File: config.mk
export PLATFORM = sky130hd
export DESIGN_NAME = percent_escape_codec_top_flat
export DESIGN_NICKNAME = d
export VERILOG_FILES = /design/src/rtl/pec_pkg.sv /design/src/rtl/pec_if.sv /design/src/rtl/pec_front.sv /design/src/rtl/pec_queue.sv /design/src/rtl/pec_back.sv /design/src/rtl/percent_escape_codec_top.sv /design/src/flat_wrapper.sv
export SDC_FILE = /design/constraint.sdc
export NUM_CORES = 1
export LEC_CHECK = 0
export BUFFER_PORTS_ARGS = -buffer_cell sky130_fd_sc_hd__buf_2
export CAP_MARGIN = 20
export CORE_MARGIN = 10
export CORE_UTILIZATION = 30
export CTS_BUF_LIST = sky130_fd_sc_hd__clkbuf_8 sky130_fd_sc_hd__clkbuf_16
export DETAILED_ROUTE_END_ITERATION = 8
export PLACE_DENSITY = 0.56
export SKIP_LAST_GASP = 1
export SLEW_MARGIN = 15
export SYNTH_ARGS = -nofsm -noshare
export SYNTH_HDL_FRONTEND = slang
export SYNTH_SLANG_ARGS = --single-unit
File: constraint.sdc
create_clock -name i_clk -period 4.4 [get_ports i_clk]
set_input_delay 0.44 -clock i_clk [delete_from_list [all_inputs] [get_ports i_clk]]
set_output_delay 0.44 -clock i_clk [all_outputs]
set_load 0.01 [all_outputs]
File: src/rtl/pec_pkg.sv
// ----------------------------------------------------------------------------
// pec_pkg: shared types and character helpers for the percent-escape codec
// Job format passed from the classifier to the emitter, queue status and
// the byte classification functions.
// ----------------------------------------------------------------------------
`timescale 1ns / 1ps
`default_nettype none

package pec_pkg;

    // Character codes
    localparam logic [7:0] C_PCT   = 8'h25;  // '%'
    localparam logic [7:0] C_DASH  = 8'h2D;  // '-'
    localparam logic [7:0] C_DOT   = 8'h2E;  // '.'
    localparam logic [7:0] C_UNDER = 8'h5F;  // '_'
    localparam logic [7:0] C_TILDE = 8'h7E;  // '~'
    localparam logic [7:0] C_ZERO  = 8'h30;  // '0'
    localparam logic [7:0] C_NINE  = 8'h39;  // '9'
    localparam logic [7:0] C_UA    = 8'h41;  // 'A'
    localparam logic [7:0] C_UF    = 8'h46;  // 'F'
    localparam logic [7:0] C_UZ    = 8'h5A;  // 'Z'
    localparam logic [7:0] C_LA    = 8'h61;  // 'a'
    localparam logic [7:0] C_LZ    = 8'h7A;  // 'z'
    localparam logic [7:0] C_ALPHA_OFS = 8'h37;  // 'A' - 10

    // Mode register values
    localparam logic C_MODE_ENC = 1'b0;
    localparam logic C_MODE_DEC = 1'b1;

    // Pending escape counts in decode mode
    localparam logic [1:0] C_PEND_NONE = 2'd0;
    localparam logic [1:0] C_PEND_PCT  = 2'd1;
    localparam logic [1:0] C_PEND_HEX  = 2'd2;

    // Job queue geometry
    localparam int C_Q_DEPTH = 2;
    localparam int C_Q_AW    = $clog2(C_Q_DEPTH);
    localparam int C_Q_CW    = $clog2(C_Q_DEPTH + 1);

    // One to three output bytes produced by one input word
    typedef struct packed {
        logic [2:0][7:0] bytes;
        logic [1:0]      cnt;
        logic            last;
    } t_job;

    typedef struct packed {
        logic valid;
        t_job job;
    } t_push;

    typedef struct packed {
        logic full;
        logic empty;
    } t_qstat;

    function automatic logic is_hex_upper(input logic [7:0] c);
        return ((c >= C_ZERO) && (c <= C_NINE)) || ((c >= C_UA) && (c <= C_UF));
    endfunction

    function automatic logic [3:0] hex_value(input logic [7:0] c);
        logic [7:0] d;
        d = (c <= C_NINE) ? (c - C_ZERO) : (c - C_ALPHA_OFS);
        return d[3:0];
    endfunction

    function automatic logic [7:0] hex_digit(input logic [3:0] v);
        return (v < 4'd10) ? (C_ZERO + {4'h0, v}) : (C_ALPHA_OFS + {4'h0, v});
    endfunction

    function automatic logic passes_encode(input logic [7:0] c);
        logic alnum;
        alnum = ((c >= C_ZERO) && (c <= C_NINE)) || ((c >= C_UA) && (c <= C_UZ))
             || ((c >= C_LA) && (c <= C_LZ));
        case (c)
            C_DASH, C_DOT, C_UNDER, C_TILDE,
            8'h21, 8'h23, 8'h24, 8'h26, 8'h27, 8'h28, 8'h29,   // ! # $ & ' ( )
            8'h2A, 8'h2B, 8'h2C, 8'h2F, 8'h3A, 8'h3B, 8'h3D,   // * + , / : ; =
            8'h3F, 8'h40, 8'h5B, 8'h5D: begin                  // ? @ [ ]
                return 1'b1;
            end
            default: begin
                return alnum;
            end
        endcase
    endfunction

endpackage

`default_nettype wire

File: src/rtl/pec_if.sv
// ----------------------------------------------------------------------------
// pec_if: byte stream channels of the percent-escape codec
// Valid/ready channels carrying a byte and an end-of-string flag.
// ----------------------------------------------------------------------------
`timescale 1ns / 1ps
`default_nettype none

interface pec_in_if;
    logic       valid;
    logic       ready;
    logic [7:0] in_byte;
    logic       in_last;

    modport source (output valid, output in_byte, output in_last, input ready);
    modport sink   (input valid, input in_byte, input in_last, output ready);
endinterface

interface pec_out_if;
    logic       valid;
    logic       ready;
    logic [7:0] out_byte;
    logic       out_last;

    modport source (output valid, output out_byte, output out_last, input ready);
    modport sink   (input valid, input out_byte, input out_last, output ready);
endinterface

`default_nettype wire

File: src/rtl/pec_front.sv
// ----------------------------------------------------------------------------
// pec_front: input classifier
// Accepts input words, holds the mode register and the pending escape state,
// and turns each word that yields output into a job of one to three bytes.
// ----------------------------------------------------------------------------
`timescale 1ns / 1ps
`default_nettype none

module pec_front (
    input  wire logic          i_clk,
    input  wire logic          i_rst_n,
    input  wire logic          i_cfg_we,
    input  wire logic          i_cfg_wdata,
    pec_in_if.sink             i_in,
    input  wire pec_pkg::t_qstat i_qstat,
    output pec_pkg::t_push     o_push
);
    import pec_pkg::*;

    logic            r_mode;
    logic [1:0]      r_pend_cnt;
    logic [7:0]      r_pend_hex;
    logic [1:0]      n_pend_cnt;
    logic [7:0]      n_pend_hex;

    logic            w_acc;
    logic [7:0]      w_b;
    logic            w_rescan;
    logic [2:0][7:0] w_bytes;
    logic [1:0]      w_k;

    assign i_in.ready = !i_qstat.full;
    assign w_acc      = i_in.valid && i_in.ready;
    assign w_b        = i_in.in_byte;

    // Classify the word and build its output bytes
    always_comb begin
        w_bytes    = '0;
        w_k        = 2'd0;
        w_rescan   = 1'b0;
        n_pend_cnt = r_pend_cnt;
        n_pend_hex = r_pend_hex;
        if (r_mode == C_MODE_ENC) begin
            if (passes_encode(w_b)) begin
                w_bytes[0] = w_b;
                w_k        = 2'd1;
            end else begin
                w_bytes[0] = C_PCT;
                w_bytes[1] = hex_digit(w_b[7:4]);
                w_bytes[2] = hex_digit(w_b[3:0]);
                w_k        = 2'd3;
            end
        end else begin
            case (r_pend_cnt)
                C_PEND_NONE: begin
                    w_rescan = 1'b1;
                end
                C_PEND_PCT: begin
                    if (is_hex_upper(w_b)) begin
                        n_pend_hex = w_b;
                        n_pend_cnt = C_PEND_HEX;
                    end else begin
                        // bad escape: release the '%' and look at this byte again
                        w_bytes[0] = C_PCT;
                        w_k        = 2'd1;
                        w_rescan   = 1'b1;
                    end
                end
                default: begin
                    if (is_hex_upper(w_b)) begin
                        w_bytes[0] = {hex_value(r_pend_hex), hex_value(w_b)};
                        w_k        = 2'd1;
                        n_pend_cnt = C_PEND_NONE;
                    end else begin
                        w_bytes[0] = C_PCT;
                        w_bytes[1] = r_pend_hex;
                        w_k        = 2'd2;
                        w_rescan   = 1'b1;
                    end
                end
            endcase
            // fresh scan with nothing held
            if (w_rescan) begin
                if (w_b == C_PCT) begin
                    n_pend_cnt = C_PEND_PCT;
                end else begin
                    if (w_k != 2'd3) begin
                        w_bytes[w_k] = w_b;
                        w_k          = w_k + 2'd1;
                    end
                    n_pend_cnt = C_PEND_NONE;
                end
            end
            // flush held escape bytes at end of string
            if (i_in.in_last) begin
                if ((n_pend_cnt != C_PEND_NONE) && (w_k != 2'd3)) begin
                    w_bytes[w_k] = C_PCT;
                    w_k          = w_k + 2'd1;
                end
                if ((n_pend_cnt == C_PEND_HEX) && (w_k != 2'd3)) begin
                    w_bytes[w_k] = n_pend_hex;
                    w_k          = w_k + 2'd1;
                end
                n_pend_cnt = C_PEND_NONE;
                n_pend_hex = 8'h00;
            end
        end
    end

    // Job toward the queue; words that yield nothing are dropped here
    always_comb begin
        o_push.valid     = w_acc && (w_k != 2'd0);
        o_push.job.bytes = w_bytes;
        o_push.job.cnt   = w_k;
        o_push.job.last  = i_in.in_last;
    end

    // Mode register and pending escape state
    always_ff @(posedge i_clk) begin
        if (!i_rst_n) begin
            r_mode     <= C_MODE_ENC;
            r_pend_cnt <= C_PEND_NONE;
            r_pend_hex <= 8'h00;
        end else if (i_cfg_we) begin
            r_mode     <= i_cfg_wdata;
            r_pend_cnt <= C_PEND_NONE;
            r_pend_hex <= 8'h00;
        end else if (w_acc) begin
            r_pend_cnt <= n_pend_cnt;
            r_pend_hex <= n_pend_hex;
        end
    end

endmodule

`default_nettype wire

File: src/rtl/pec_queue.sv
// ----------------------------------------------------------------------------
// pec_queue: job queue between classifier and emitter
// Small register FIFO so that input and output stall independently.
// ----------------------------------------------------------------------------
`timescale 1ns / 1ps
`default_nettype none

module pec_queue (
    input  wire logic          i_clk,
    input  wire logic          i_rst_n,
    input  wire pec_pkg::t_push i_push,
    input  wire logic          i_pop,
    output pec_pkg::t_job      o_head,
    output pec_pkg::t_qstat    o_stat
);
    import pec_pkg::*;

    t_job                r_slot [C_Q_DEPTH];
    logic [C_Q_AW-1:0]   r_wptr;
    logic [C_Q_AW-1:0]   r_rptr;
    logic [C_Q_CW-1:0]   r_fill;
    logic                w_wr;
    logic                w_rd;

    assign w_wr = i_push.valid && !o_stat.full;
    assign w_rd = i_pop && !o_stat.empty;

    assign o_stat.full  = (r_fill == C_Q_CW'(C_Q_DEPTH));
    assign o_stat.empty = (r_fill == '0);
    assign o_head       = r_slot[r_rptr];

    // Pointers and fill level
    always_ff @(posedge i_clk) begin
        if (!i_rst_n) begin
            r_wptr <= '0;
            r_rptr <= '0;
            r_fill <= '0;
        end else begin
            if (w_wr) begin
                r_wptr <= (r_wptr == C_Q_AW'(C_Q_DEPTH - 1)) ? '0 : r_wptr + 1'b1;
            end
            if (w_rd) begin
                r_rptr <= (r_rptr == C_Q_AW'(C_Q_DEPTH - 1)) ? '0 : r_rptr + 1'b1;
            end
            case ({w_wr, w_rd})
                2'b10:   r_fill <= r_fill + C_Q_CW'(1);
                2'b01:   r_fill <= r_fill - C_Q_CW'(1);
                default: r_fill <= r_fill;
            endcase
        end
    end

    // Job storage
    always_ff @(posedge i_clk) begin
        if (w_wr) begin
            r_slot[r_wptr] <= i_push.job;
        end
    end

endmodule

`default_nettype wire

File: src/rtl/pec_back.sv
// ----------------------------------------------------------------------------
// pec_back: byte emitter
// Walks the head job one byte per cycle, while the output is taken, into a registered output stage.
// ----------------------------------------------------------------------------
`timescale 1ns / 1ps
`default_nettype none

module pec_back (
    input  wire logic          i_clk,
    input  wire logic          i_rst_n,
    input  wire pec_pkg::t_job   i_head,
    input  wire pec_pkg::t_qstat i_stat,
    output logic               o_pop,
    pec_out_if.source          o_out
);
    import pec_pkg::*;

    logic       r_valid;
    logic [7:0] r_byte;
    logic       r_last;
    logic [1:0] r_idx;
    logic       w_load;
    logic       w_final;

    // Load a new byte when the output stage is free or being taken
    assign w_load  = (!r_valid || o_out.ready) && !i_stat.empty;
    assign w_final = (r_idx == (i_head.cnt - 2'd1));
    assign o_pop   = w_load && w_final;

    assign o_out.valid    = r_valid;
    assign o_out.out_byte = r_byte;
    assign o_out.out_last = r_last;

    // Control: output valid and byte index within the job
    always_ff @(posedge i_clk) begin
        if (!i_rst_n) begin
            r_valid <= 1'b0;
            r_idx   <= 2'd0;
        end else if (w_load) begin
            r_valid <= 1'b1;
            r_idx   <= w_final ? 2'd0 : r_idx + 2'd1;
        end else if (o_out.ready) begin
            r_valid <= 1'b0;
        end
    end

    // Output payload
    always_ff @(posedge i_clk) begin
        if (w_load) begin
            r_byte <= i_head.bytes[r_idx];
            r_last <= i_head.last && w_final;
        end
    end

endmodule

`default_nettype wire

File: src/rtl/percent_escape_codec_top.sv
// ----------------------------------------------------------------------------
// percent_escape_codec_top: percent-escape encoder/decoder for a byte stream
//
//   channel  direction  payload               handshake
//   i_in     in         in_byte[7:0] in_last  valid/ready
//   o_out    out        out_byte[7:0] out_last valid/ready
//   cfg      in         i_cfg_wdata (mode)    i_cfg_we, no ready
//
// An input word yields zero to three output bytes, which leave one per cycle
// through the registered output stage while the receiver is ready, so an
// escaped byte costs three output bytes and a passed byte one.
// A two-entry job queue parts the classifier from the emitter, so input is
// taken while output stalls until the queue is full.
// Synchronous active-low reset clears mode, pending escape and queue.
// ----------------------------------------------------------------------------
`timescale 1ns / 1ps
`default_nettype none

module percent_escape_codec_top (
    input  wire logic i_clk,
    input  wire logic i_rst_n,
    input  wire logic i_cfg_we,
    input  wire logic i_cfg_wdata,
    pec_in_if.sink    i_in,
    pec_out_if.source o_out
);
    import pec_pkg::*;

    t_push  w_push;
    t_job   w_head;
    t_qstat w_stat;
    logic   w_pop;

    // Classifier
    pec_front u_front (
        .i_clk       (i_clk),
        .i_rst_n     (i_rst_n),
        .i_cfg_we    (i_cfg_we),
        .i_cfg_wdata (i_cfg_wdata),
        .i_in        (i_in),
        .i_qstat     (w_stat),
        .o_push      (w_push)
    );

    // Job queue
    pec_queue u_queue (
        .i_clk   (i_clk),
        .i_rst_n (i_rst_n),
        .i_push  (w_push),
        .i_pop   (w_pop),
        .o_head  (w_head),
        .o_stat  (w_stat)
    );

    // Emitter
    pec_back u_back (
        .i_clk   (i_clk),
        .i_rst_n (i_rst_n),
        .i_head  (w_head),
        .i_stat  (w_stat),
        .o_pop   (w_pop),
        .o_out   (o_out)
    );

`ifndef SYNTHESIS
    // no job offered into a full queue
    a_no_push_full: assert property (@(posedge i_clk) disable iff (!i_rst_n)
        w_push.valid |-> !w_stat.full)
        else $error("job pushed into full queue");

    // emitter never pops an empty queue
    a_no_pop_empty: assert property (@(posedge i_clk) disable iff (!i_rst_n)
        w_pop |-> !w_stat.empty)
        else $error("pop from empty queue");

    // end of string always produces at least one byte
    a_last_yields: assert property (@(posedge i_clk) disable iff (!i_rst_n)
        (i_in.valid && i_in.ready && i_in.in_last) |-> w_push.valid)
        else $error("last word produced no output");

    // a queued job carries one to three bytes
    a_job_count: assert property (@(posedge i_clk) disable iff (!i_rst_n)
        w_push.valid |-> (w_push.job.cnt != 2'd0))
        else $error("empty job pushed");
`endif

endmodule

`default_nettype wire

File: src/flat_wrapper.sv
// flat-port wrapper written by rule: the top's interface ports become plain ports
module percent_escape_codec_top_flat import pec_pkg::*;
  (i_clk, i_rst_n, i_cfg_we, i_cfg_wdata, i_in_valid, i_in_in_byte, i_in_in_last, i_in_ready, o_out_valid, o_out_out_byte, o_out_out_last, o_out_ready);
  pec_in_if i_in_i ();
  pec_out_if o_out_i ();
  input  wire logic i_clk;
  input  wire logic i_rst_n;
  input  wire logic i_cfg_we;
  input  wire logic i_cfg_wdata;
  input wire logic [$bits(i_in_i.valid)-1:0] i_in_valid;
  input wire logic [$bits(i_in_i.in_byte)-1:0] i_in_in_byte;
  input wire logic [$bits(i_in_i.in_last)-1:0] i_in_in_last;
  output wire logic [$bits(i_in_i.ready)-1:0] i_in_ready;
  output wire logic [$bits(o_out_i.valid)-1:0] o_out_valid;
  output wire logic [$bits(o_out_i.out_byte)-1:0] o_out_out_byte;
  output wire logic [$bits(o_out_i.out_last)-1:0] o_out_out_last;
  input wire logic [$bits(o_out_i.ready)-1:0] o_out_ready;
  assign i_in_i.valid = i_in_valid;
  assign i_in_i.in_byte = i_in_in_byte;
  assign i_in_i.in_last = i_in_in_last;
  assign i_in_ready = i_in_i.ready;
  assign o_out_valid = o_out_i.valid;
  assign o_out_out_byte = o_out_i.out_byte;
  assign o_out_out_last = o_out_i.out_last;
  assign o_out_i.ready = o_out_ready;
  percent_escape_codec_top u_core (.i_clk(i_clk), .i_rst_n(i_rst_n), .i_cfg_we(i_cfg_we), .i_cfg_wdata(i_cfg_wdata), .i_in(i_in_i), .o_out(o_out_i));
endmodule
Yosys cells after proc, flatten, opt, wreduce, memory -nomap -nowiden

Memory sizes are Yosys's and may differ from the RTL's. A register that Yosys moved wholly into a read port is not among the register bits.
Cells that the tools add are included.

Flip-flop bits (word level): 27
Bits in writable memories: 54
Input port bits: 15
Output and inout port bits: 11
Logic and storage cells: 188
Memories: 1

$add $sub $neg: 17
Order comparisons: 17
Equality and inequality tests: 32
Mux-type cells: 74
Bitwise operators: 4
Reductions and logical operators: 33

Memories:

| memory                | words | bits a word | read ports | clocked after Yosys merged registers in | write ports | RTL line        | source |
|---|---|---|---|---|---|---|---|
| u_core.u_queue.r_slot | 2     | 27          | 1          | 1                                       | 1           | pec_queue.sv:18 | `t_job r_slot [C_Q_DEPTH];` |

Operator list:

| kind                | number |
|---|---|
| $mux 24             | 10 |
| $eq 8x6->1 const B  | 18 |
| $mux 8              | 14 |
| $bwmux 24           | 2 |
| $demux 8 s2         | 3 |
| $eq 8x7->1 const B  | 5 |
| $mux 2              | 19 |
| $add 6x4->7 const A | 4 |
| $le 8x7->1 const B  | 3 |
| $reduce_or 22->1    | 1 |
| $bmux 8 s2          | 1 |
| $ge 8x7->1 const B  | 2 |
| $le 8x6->1 const B  | 2 |
| $logic_and 1x1->1   | 16 |
| $pmux 8 s2          | 1 |
| $and 15x15->15      | 1 |
| $mux 1              | 15 |
| $mux 15             | 1 |
| $not 15->15         | 1 |
| $mux 7              | 2 |
| $lt 2x3->1 const B  | 4 |
| $pmux 2 s2          | 3 |
| $add 2x1->2 const B | 5 |
| $or 9x9->9          | 1 |
| other kinds (20)    | 43 |

Logic depth before layout (Yosys ltp)

Depth in word-level cells: 26
Mapped depth: 18
Mapped depth without buffers: 16

By module

A second synthesis with hierarchy kept.

Cells, all modules: 483
Area total of the unflattened synthesis: 4978.5 µm²

By module, submodules not included:

| module    | instances | cells each | area an instance (µm²) | seq. area each (µm²) |
|---|---|---|---|---|
| pec_front | 1         | 315        | 2179.6                 | 220.2 |
| pec_queue | 1         | 110        | 2177.1                 | 1721.7 |
| pec_back  | 1         | 58         | 621.8                  | 330.3 |

Worst setup path before layout

Ideal clock, no wire load.

Path type: in2reg
Start point: input port i_in_in_byte[1]
End point: memory u_core.u_queue.r_slot[0][11] in the netlist's numbering, data pin
Library setup time: 271 ps
Arrival time: 3960 ps
Required time: 4129 ps
Path slack: 169 ps
Cell stages on the path: 18
Buffers on the path: 2
Path through: clkbuf_1 -> inv_1 -> ha_1 -> o21bai_1 -> a311o_1 -> o32ai_4 -> nor2_2 -> o21ai_0 -> inv_1 -> ha_1 -> clkbuf_1 -> nor2_1 -> nand3_1 -> mux2i_1 -> a311o_1 -> o31ai_1 -> nor2b_1 -> o21ai_0

RTL lines:

| item            | RTL line           | source |
|---|---|---|
| start, declared | flat_wrapper.sv:11 | `input wire logic [$bits(i_in_i.in_byte)-1:0] i_in_in_byte;` |
| end, declared   | pec_queue.sv:18    |  |

==> out/summary.md <==
The fraction of the core area covered by cells at the end of the flow was 0.345. Routability-driven placement finished with a final weighted congestion of 0.919. The tools report the data arrival time at the worst-slack endpoint as 4010 ps. The setup slack after layout was 432 ps; the mean instance size in the synthesized netlist was 10.5 µm². Number of antenna repair diodes: 0. Entering global routing, the biggest net connects 39 pins. The sequential cell area fraction in the yosys report came out at 0.457. The max-slew headroom at the worst pin was 0.577. Among cell families on the critical path, the largest total delay comes from simple AND/OR/NAND/NOR gates. The portion of synthesized cell area occupied by the leading cell type was 0.381; the total clock sinks was 82.

For the initial core utilization, the log shows 0.303. The logs give 0.281 for the power share of the combinational group and 0 for the final count of hold timing violations. The maximum VDD drop was 176 µV. The slowest stage of the critical path belongs to the cell nor4b_1. The met1 wire length was 6030 µm; the gate count of the mapped netlist was 474. After detailed routing, the average wire length per cell comes to 18.0 µm.

In this run the tool buffered the top-level ports with 25 buffer cells. Setup total negative slack on the finished layout was measured at 0 ps. The critical setup path kind was input pin to flop. In this run the worst path has a maximum fanout of 13. The floorplan step defined a die boundary enclosing 22100 µm².

By area the synthesized netlist is led by edfxtp_1, dfxtp_1, ha_1, mux4_2, nand2_1. Proportion of layout cells with a drive suffix above 1: 0.187. The number of hold buffers added after CTS was 0.

For the placement-stage worst setup slack, the log shows 68.2 ps. The sequential share of power was 0.451; the initial antenna violation count was 0. The starting DRC count in detailed routing is 380. The highest layer touched by signal routing is met4. The synthesized design contains 63 enable-type register cells. The source-to-sink clock delay at the later pin of the worst-skew pair was 330 ps. The type of the worst min-delay path was input pin to flop.

The number of buffers and inverters on the critical path is 3. STA classifies the critical path endpoint as a flop. The run gives 79 as the number of distinct standard cells referenced by the synthesized netlist. Async set-reset flop share out of synthesis: 0. The share of total power consumed by net switching came out at 0.300. In the synthesized netlist the dominant register cell turns out to be edfxtp_1. Buffers inserted during clock tree synthesis total 9.

Setup violations remaining at the end of the flow were counted as 0. In the routed design, unresolved DRC markers number 0. Across the run, the number of max-cap violations was 0. Setup repair after global routing left no endpoint under its margin. The routed design uses 6020 µm of met2 wire.

The tools report the aggregate global-route resource usage as 0.120. The total area inside the core boundary comes to 16400 µm². The via count of the first global-routing pass was 3809; the wire length of the first global-routing pass was 21200 µm. The tools report the library cell used as clock root buffer as clkbuf_16. Timing would allow up to 0.252 GHz.

Share of the clock period used by the worst path after layout: 0.902. The half-perimeter wire length after placement was 9720 µm; the overall die height was 149 µm. The run gives 0 as the max-slew violation total from the final report. The tools report the kind of start point of the critical path as an input pin. The wire length after detailed routing came out at 13000 µm. The final worst clock skew was 7.76 ps; the delay contributed by the slowest stage of the critical path was 400 ps.

The switching power of the nets is 0.736 mW. The signal on the critical path passes through buf_2, inv_1, ha_1, nor4b_1, or2_2, o32ai_4, nor2_2, o21ai_0, inv_1, ha_1, nor2_1, nand3_1, mux2i_1, a311o_1, o31ai_2, nor2b_1, o21ai_0. STA puts the critical path data required time at 4450 ps. Summing every instance area after synthesis gives 4970 µm². The tools report the number of ports placed on the die boundary as 26. Clock share of power: 0.268. TritonCTS built the clock tree. The H-tree generated during clock tree synthesis spans 3 levels.

For this run the aggregate overflow at the end of global routing stands at 0. The mean number of vias per cell is 5.36. The routed layout has 3879 vias. For this design the static power due to leakage is 2.00 nW. The flow ran to the end, and the final reports show no timing, DRC or antenna violations. The number of nets in the synthesized netlist is 507. The net count reported at finish came out at 532. The warning count from the yosys run is 0, and the post-route antenna net violation count is 0. The number of buffers on the longest clock path is 2, and the number of cell rows is 47. At the pin with the least slew margin, the transition time is 631 ps.

The cell-internal power was 1.72 mW; the total power density per cell area was 434 nW/µm². After layout, the minimum clock period comes to 3970 ps. For the number of iterations in the first detailed-routing pass, the log shows 5.

The routed length on met3 came out at 719 µm. The die is 149 µm wide. edfxtp_1 takes more of the synthesized area than any other cell.

After clock tree synthesis, the clock-pin slew on the worst setup and hold paths is 60 ps. The area growth from synthesis to layout is 13.9%. The synthesis-stage register bit count was 82.
## final cells by class
class / count / area, µm²
fillers: 1655 / 10700
multi-input cells: 337 / 2490
flip-flops and latches: 82 / 2270
repair buffers: 45 / 275
well taps: 220 / 275
clock buffers: 9 / 225
inverters: 24 / 90.1
clock inverters: 7 / 37.5
## metrics by stage
step	power [mW]	hold WS, ps	std cells	area [µm²]
after detailed placement	1.83	526	708	5390
after global placement	1.82	505	708	5390
after global routing	2.61	397	724	5660
final	2.46	377	724	5660
after CTS	2.50	369	724	5660
after floorplan	1.62	488	474	4970
## Yosys cell counts (all sizes together) (4+ instances only)
library cell	count
a21oi	24
nand2	47
inv	23
o211ai	5
ha	18
mux2i	15
edfxtp	63
buf	11
nor2	37
o21ai	21
a21boi	4
and3	4
clkbuf	20
a22oi	15
o22ai	9
nor2b	9
nand2b	5
dfxtp	19
nand3	11
mux4	8
nor4	4
or3	4
nor3	5
or2	6
and2	7
xnor2	8
## cell usage in the layout (no fill, tap or decap), types with 11 or more instances in the layout
cell	n
edfxtp_1	63
a21oi_1	22
mux2i_1	15
o21ai_0	20
buf_2	25
ha_1	18
dfxtp_1	19
buf_4	20
inv_1	25
nor2_1	34
nand3_1	11
a22oi_1	15
nand2_1	45
## path summary, 6_finish.rpt
path | start | endpoint | slack [ps] | cells after the start
setup / recovery | i_in_in_byte[0] | u_core.u_queue.r_slot[1][11] | 430 | 17
hold / removal | i_cfg_wdata | u_core.u_front.r_mode | 380 | 3
setup reg to reg | u_core.u_front.r_pend_cnt[0] | u_core.u_queue.r_slot[1][11] | 1180 | 12
hold reg to reg | u_core.u_queue.r_fill[1] | u_core.u_queue.r_fill[1] | 540 | 2
## cell families (layout without fill, tap and decap cells)
family                     after synthesis  after routing  synth area share
muxes                                   26             26            0.0732
adders and majority gates               18             18            0.0453
buffers and inverters                   55             85            0.0443
xor gates and xnor gates                 9              9            0.0159
AOI/OAI and AO/OA                      127            127             0.195
DFF                                     82             82             0.457
and+or+nand+nor                        157            157             0.170
## routing by layer
metal,up-vias,track usage
li1,1843,-
met1,1882,0.161
met2,132,0.187
met3,22,0.0252
met4,0,0.0411
met5,-,0
## sequential cells by signal (all words and copies together) (netlist names), named ones only
signal                        flops
u_core.u_queue.r_fill             2
u_core.u_back.o_out.out_byte      8
u_core.u_front.r_pend_cnt         2
u_core.u_back.r_idx               2
u_core.u_back.o_out.out_last      1
u_core.u_back.o_out.valid         1
u_core.u_front.r_pend_hex         8
u_core.u_queue.r_slot            54
u_core.u_queue.r_wptr             1
u_core.u_front.r_mode             1
u_core.u_queue.r_rptr             1
## what timing repair did
item	in CTS	in global routing
gates resized for setup	0	1
endpoints found under the setup margin	0	3
setup buffers	0	0
## worst min-delay path: stages
cell and delay [ps]:
buf_2 80, mux2i_1 60, nor2b_1 90
## power by group through the flow
stage          Combinational [mW]  Clock [mW]  Sequential, mW
2_1_floorplan               0.496           0            1.12
3_3_place_gp                0.694           0            1.12
3_5_place_dp                0.704           0            1.13
4_1_cts                     0.707       0.678            1.11
5_1_grt                     0.770       0.713            1.13
6_report                    0.690       0.659            1.11
Power figures use the tool's default switching activity.
